[src/rtl/core/mcfe_pkg.sv]
// ----------------------------------------------------------------------------
// mcfe_pkg
// Types and constants shared by the motor command frame encoder.
// ----------------------------------------------------------------------------
`default_nettype none

package mcfe_pkg;

  typedef enum logic [1:0] {
    KIND_MOVE    = 2'd0,
    KIND_ENABLE  = 2'd1,
    KIND_DISABLE = 2'd2,
    KIND_ZERO    = 2'd3
  } mcfe_kind_t;

  typedef enum logic [2:0] {
    REG_POS_LIMIT = 3'd0,
    REG_VEL_LIMIT = 3'd1,
    REG_TRQ_LIMIT = 3'd2,
    REG_KP_MAX    = 3'd3,
    REG_KD_MAX    = 3'd4,
    REG_AXIS_REV  = 3'd5
  } mcfe_reg_t;

  localparam int unsigned VAL_W  = 27;  // command value width
  localparam int unsigned LIM_W  = 26;  // limit register width
  localparam int unsigned CODE_W = 16;  // widest code
  localparam int unsigned QBITS  = 16;  // quotient bits per division
  localparam int unsigned LAT    = 3 + QBITS;  // lane latency

  localparam logic [CODE_W-1:0] CODE12_MAX = 16'h0FFF;
  localparam logic [CODE_W-1:0] CODE16_MAX = 16'hFFFF;

  localparam logic [63:0] FRAME_ENABLE  = 64'hFFFF_FFFF_FFFF_FFFC;
  localparam logic [63:0] FRAME_DISABLE = 64'hFFFF_FFFF_FFFF_FFFD;
  localparam logic [63:0] FRAME_ZERO    = 64'hFFFF_FFFF_FFFF_FFFE;

  localparam logic [LIM_W-1:0] RST_POS_LIMIT = 26'd819200;
  localparam logic [LIM_W-1:0] RST_VEL_LIMIT = 26'd1474560;
  localparam logic [LIM_W-1:0] RST_TRQ_LIMIT = 26'd786432;
  localparam logic [LIM_W-1:0] RST_KP_MAX    = 26'd32768000;
  localparam logic [LIM_W-1:0] RST_KD_MAX    = 26'd327680;

  // per-lane setup: bound, gain style (0..max) or symmetric, negate, code range
  typedef struct packed {
    logic [LIM_W-1:0]  lim;
    logic              gain;
    logic              neg;
    logic [CODE_W-1:0] codemax;
  } mcfe_lane_cfg_t;

endpackage

`default_nettype wire

[src/rtl/core/mcfe_lane.sv]
// ----------------------------------------------------------------------------
// mcfe_lane
// One value: clamp, offset, scale and a pipelined restoring division.
// ----------------------------------------------------------------------------
`default_nettype none

module mcfe_lane (
  input  wire logic                           clk,
  input  wire logic                           en,
  input  wire logic signed [26:0]             x,
  input  wire mcfe_pkg::mcfe_lane_cfg_t       cfg,
  output logic [mcfe_pkg::CODE_W-1:0]         code
);
  import mcfe_pkg::*;

  logic signed [27:0] xs, ls, lo, xc, av;
  logic [26:0]        dv;
  logic [27:0]        a_r;
  logic               z1_r, z2_r;
  logic [43:0]        n_r;
  logic [27:0]        r_r  [0:QBITS];
  logic [15:0]        lo_r [0:QBITS];
  logic [15:0]        q_r  [0:QBITS];
  logic               z_r  [0:QBITS];
  logic [27:0]        t    [0:QBITS-1];
  logic               ge   [0:QBITS-1];

  always_comb begin
    xs = {x[26], x};
    ls = {2'b00, cfg.lim};
    lo = cfg.gain ? 28'sd0 : -ls;
    if (xs < lo) begin
      xc = lo;
    end else if (xs > ls) begin
      xc = ls;
    end else begin
      xc = xs;
    end
    if (cfg.gain) begin
      av = xc;
    end else if (cfg.neg) begin
      av = ls - xc;
    end else begin
      av = xc + ls;
    end
    // divisor: max for gains, twice the bound otherwise
    dv = cfg.gain ? {1'b0, cfg.lim} : {cfg.lim, 1'b0};
  end

  always_comb begin
    for (int i = 0; i < QBITS; i++) begin
      t[i]  = {r_r[i][26:0], lo_r[i][15]};
      ge[i] = (t[i] >= {1'b0, dv});
    end
  end

  always_ff @(posedge clk) begin
    if (en) begin
      a_r  <= av;
      z1_r <= (cfg.lim == '0);
      n_r  <= {16'b0, a_r} * {28'b0, cfg.codemax};
      z2_r <= z1_r;
      // n < d * 2^16, so the top part already sits below the divisor
      r_r[0]  <= n_r[43:16];
      lo_r[0] <= n_r[15:0];
      q_r[0]  <= '0;
      z_r[0]  <= z2_r;
      for (int i = 0; i < QBITS; i++) begin
        r_r[i+1]  <= ge[i] ? (t[i] - {1'b0, dv}) : t[i];
        lo_r[i+1] <= {lo_r[i][14:0], 1'b0};
        q_r[i+1]  <= {q_r[i][14:0], ge[i]};
        z_r[i+1]  <= z_r[i];
      end
    end
  end

  assign code = z_r[QBITS] ? '0 : q_r[QBITS];

endmodule

`default_nettype wire

[config.mk]
export PLATFORM = sky130hd
export DESIGN_NAME = mcfe_lane
export DESIGN_NICKNAME = d
export VERILOG_FILES = /design/src/rtl/core/mcfe_pkg.sv /design/src/rtl/core/mcfe_lane.sv
export SDC_FILE = /design/constraint.sdc
export NUM_CORES = 2
export LEC_CHECK = 0
export BUFFER_PORTS_ARGS = -buffer_cell sky130_fd_sc_hd__buf_2
export CELL_PAD_IN_SITES_DETAIL_PLACEMENT = 0
export CELL_PAD_IN_SITES_GLOBAL_PLACEMENT = 1
export CORE_MARGIN = 5
export CORE_UTILIZATION = 52
export DETAILED_ROUTE_END_ITERATION = 10
export PLACE_DENSITY_LB_ADDON = 0.1
export SYNTH_ARGS = -nofsm -noshare
export SYNTH_HDL_FRONTEND = slang
export SYNTH_SLANG_ARGS = --single-unit
[constraint.sdc]
create_clock -name clk -period 10.4 [get_ports clk]
set_input_delay 0.52 -clock clk [delete_from_list [all_inputs] [get_ports clk]]
set_output_delay 0.52 -clock clk [all_outputs]
set_load 0.05 [all_outputs]
==> reports/results.txt <==
The tools report the element type at the critical path end as a flip-flop. Setup repair after global routing left no endpoint under its margin. The floorplan has 132 rows. After synthesis, the most frequently instantiated cells are edfxtp_1 (794), nand2_1 (726), ha_1 (625).

The final-report hold violation count was 0. For this run, the slowest stage of the critical path takes 0.60 ns. Worst-skew pair later-pin latency: 0.71 ns.

For this block, the routed nets add up to 174.9 mm of wire. For the part of the Yosys area used for sequential elements, the log shows 0.3540. Clock tree synthesis inserted a total of 93 buffers. The logs give 7,778 for the total nets after synthesis and 129,200 sq um for the area of the placeable core.

The worst setup slack after placement was 1.228 ns; the number of I/O pins was 89. The vertical die dimension was 369.9 um. Once routing completed, OpenROAD measured the worst setup slack at 1.786 ns. In the final layout, flip-flops and latches occupy 23,840 sq um.

The number of placed instances with taps included was 8,429; the required time reported for the critical path endpoint was 10.84 ns. The final estimated routing congestion in global placement came out at 0.8711. The run gives 0 as the number of antenna violations at the first check in global routing. Counting every instance in the synthesized netlist gives 6,703. The horizontal extent of the die is 369.9 um. Summed over all layers, the global routing overflow is 0. The count of yosys warnings during synthesis is 0, and the effective utilization at floorplan is 0.5215.

In this run, synthesis inferred 794 flip-flops with an integrated enable. TritonCTS built the clock tree. Share of the synthesized area in the top cell type: 0.3540. The logs give 3 for the maximum buffer depth of the clock tree and 0.04430 ns for the worst clock skew. The run gives 7,857 as the post-layout net count.

After detailed routing, the average wire length per cell comes to 20.35 um. Max-cap violations in this run came to 0. Buffers added to address setup during post-CTS repair amount to 0. For this run, the number of standard cells in the final layout without fillers is 8,599. After clock tree synthesis, the flow added hold-fix buffers numbering 0. The filler cells instantiated in the layout total 11,370.

STA classifies the critical path startpoint as an input port. The run gives 67,360 sq um as the post-synthesis cell area. The minimum clock period was 8.614 ns. The tree built by TritonCTS fans out to 794 sinks. In this run, the number of DRC markers left after iteration 0 of detailed routing was 3,855. By area the synthesized netlist is led by edfxtp_1 (35%), ha_1 (12%), fa_1 (11%). The most used flip-flop cell after synthesis is edfxtp_1.

In this run, post-CTS repair resized a total of 0 instances. Compared with the post-synthesis result, the final layout area differs by 8.879%. The transition time of the tightest slew-check pin was 1.148 ns.

The async set-or-reset flop fraction in the synthesized netlist works out to 0. Adding up every negative setup slack in the final design gives 0 ns. The first global-routing pass estimated 272.7 mm of wire. The run finished with clean final reports.

The number of max-slew violations in the final report is 0, and the pin count of the biggest net entering global routing is 178. After detailed routing, the number of vias per cell comes to 5.786. The worst setup path is of the in2reg kind. The count of antenna-violating nets left after detailed routing was 0; the share of post-route cells with drive strength above 1 was 0.08940. The number of search-and-repair iterations in the first detailed-routing pass was 5. The H-tree generated during clock tree synthesis spans 3 levels.

Static timing analysis puts the maximum clock frequency at 116.1 MHz. For the tightest slew margin relative to the limit, the log shows 0.2347. The overall routing resource usage is 0.2524, and the data arrival time at the worst-slack endpoint is 9.05 ns. The number of I/O port buffers works out to 88.

The clock slew at the register clock pins of the worst setup and hold paths is 0.06 ns. The highest net fanout along the worst path was 14. Summed over all instances, the cell type with the most area after synthesis is edfxtp_1. Counting distinct cell types in the post-synthesis netlist gives 98. The most used standard cell by instance count after synthesis is edfxtp_1. Total number of vias: 49,750. Summed over all nets, the half-perimeter wirelength after detailed placement is 129.4 mm.

The area taken by multi-input logic gates is 40,870 sq um, and the via count of the first global-routing pass is 49,010. The antenna diode count is 0. The final-report setup violation count came out at 0. The path class of the tightest hold or removal check is in2reg. The final period utilization is 0.8283, and the total DRC errors in the routed layout is 0. The tree is rooted in a clkbuf_16. The die area is 136,800 sq um. Dividing the synthesized area by the synthesized cell count gives 10.05 sq um. The worst-path cell with the longest stage delay was nor3_2.

Counting flops and latches in the post-synthesis netlist gives 794.
[per-stage QoR]
step | instance area [sq um] | hold slack (ns) | util
after global placement | 70250 | 0.4004 | 0.5440
after floorplan | 67360 | 0.4003 | -
after CTS | 73340 | 0.2985 | 0.5678
after global routing | 73340 | 0.3387 | 0.5678
after detailed placement | 70250 | 0.4045 | 0.5440
final | 73340 | 0.3566 | 0.5678
[layout make-up]
type	instances	area share
Timing Repair Buffer	167	0.01460
Inverter	610	0.03122
Clock inverter	58	0.008462
Tap cell	1742	0.02972
Multi-Input combinational cell	5116	0.5573
Sequential cell	794	0.3251
Clock buffer	112	0.03358
[routing by layer]
layer | routed length [um] | global-route usage | up-vias
met5 | 0 | 0 | -
met4 | 5169 | 0.07756 | 0
met3 | 6803 | 0.02570 | 261
met2 | 87000 | 0.4460 | 1023
met1 | 75970 | 0.3283 | 24360
li1 | - | - | 24110
[placed cells by master, fill, tap and decap left out, types with 40 or more instances in the layout]
cell type  Yosys  routed
o21bai_1      40      40
buf_4          1      78
buf_2         12      86
nor2_1       425     424
nor2b_1       88      88
ha_1         625     625
and3_1        55      55
nand2_1      726     726
nand3_1       93      93
mux2_2       210     210
a21boi_0      43      42
o21a_1        76      76
o21ai_0      376     376
clkbuf_16      0      96
and2_1       156     156
a21oi_1      433     431
nor3_1       143     143
nand2b_1      61      61
nand4_1       76      76
xor2_1       102     102
inv_1        610     610
fa_1         377     377
or3_1         45      45
a21o_1       149     149
o31ai_1       41      41
xnor2_1      265     265
a31oi_1       70      69
mux2i_1       73      49
edfxtp_1     794     794
[critical path: cells and delay by family]
kind | cells | cell delay, ns
buffers and inverters | 2 | 0.48
AOI/OAI and AO/OA | 14 | 3.63
adders and majority gates | 3 | 0.87
and+or+nand+nor | 12 | 3.07
xor gates and xnor gates | 3 | 0.51
[worst paths after layout]
kind | from | endpoint | slack [ns] | cells past startpoint
setup / recovery | cfg[28] | a_r[27] | 1.79 | 34
hold / removal | en | n_r[0] | 0.36 | 1
setup reg to reg | a_r[5] | n_r[41] | 2.66 | 23
hold reg to reg | lo_r[0][93] | lo_r[0][110] | 0.39 | 0
[cells by family (layout without fill, tap and decap cells)]
group,Yosys count,in the layout,synth area share
adder cells (fa/ha/maj),1002,1002,0.2282
flip-flops,794,794,0.3540
AO/OA/AOI/OAI,1484,1484,0.1381
buffers and inverters,793,947,0.04607
XOR/XNOR,368,368,0.04796
multiplexers,284,284,0.04618
AND/OR/NAND/NOR,1978,1978,0.1396
[flip-flops by register name, indices dropped and copies added (netlist names)]
name	cells
a_r	28
lo_r	136
n_r	43
q_r	136
r_r	432
z1_r	1
z2_r	1
z_r	17
Power is left out: the tool's default activity adds up to more than one toggle a clock period on the data nets, which glitch-free logic cannot reach.
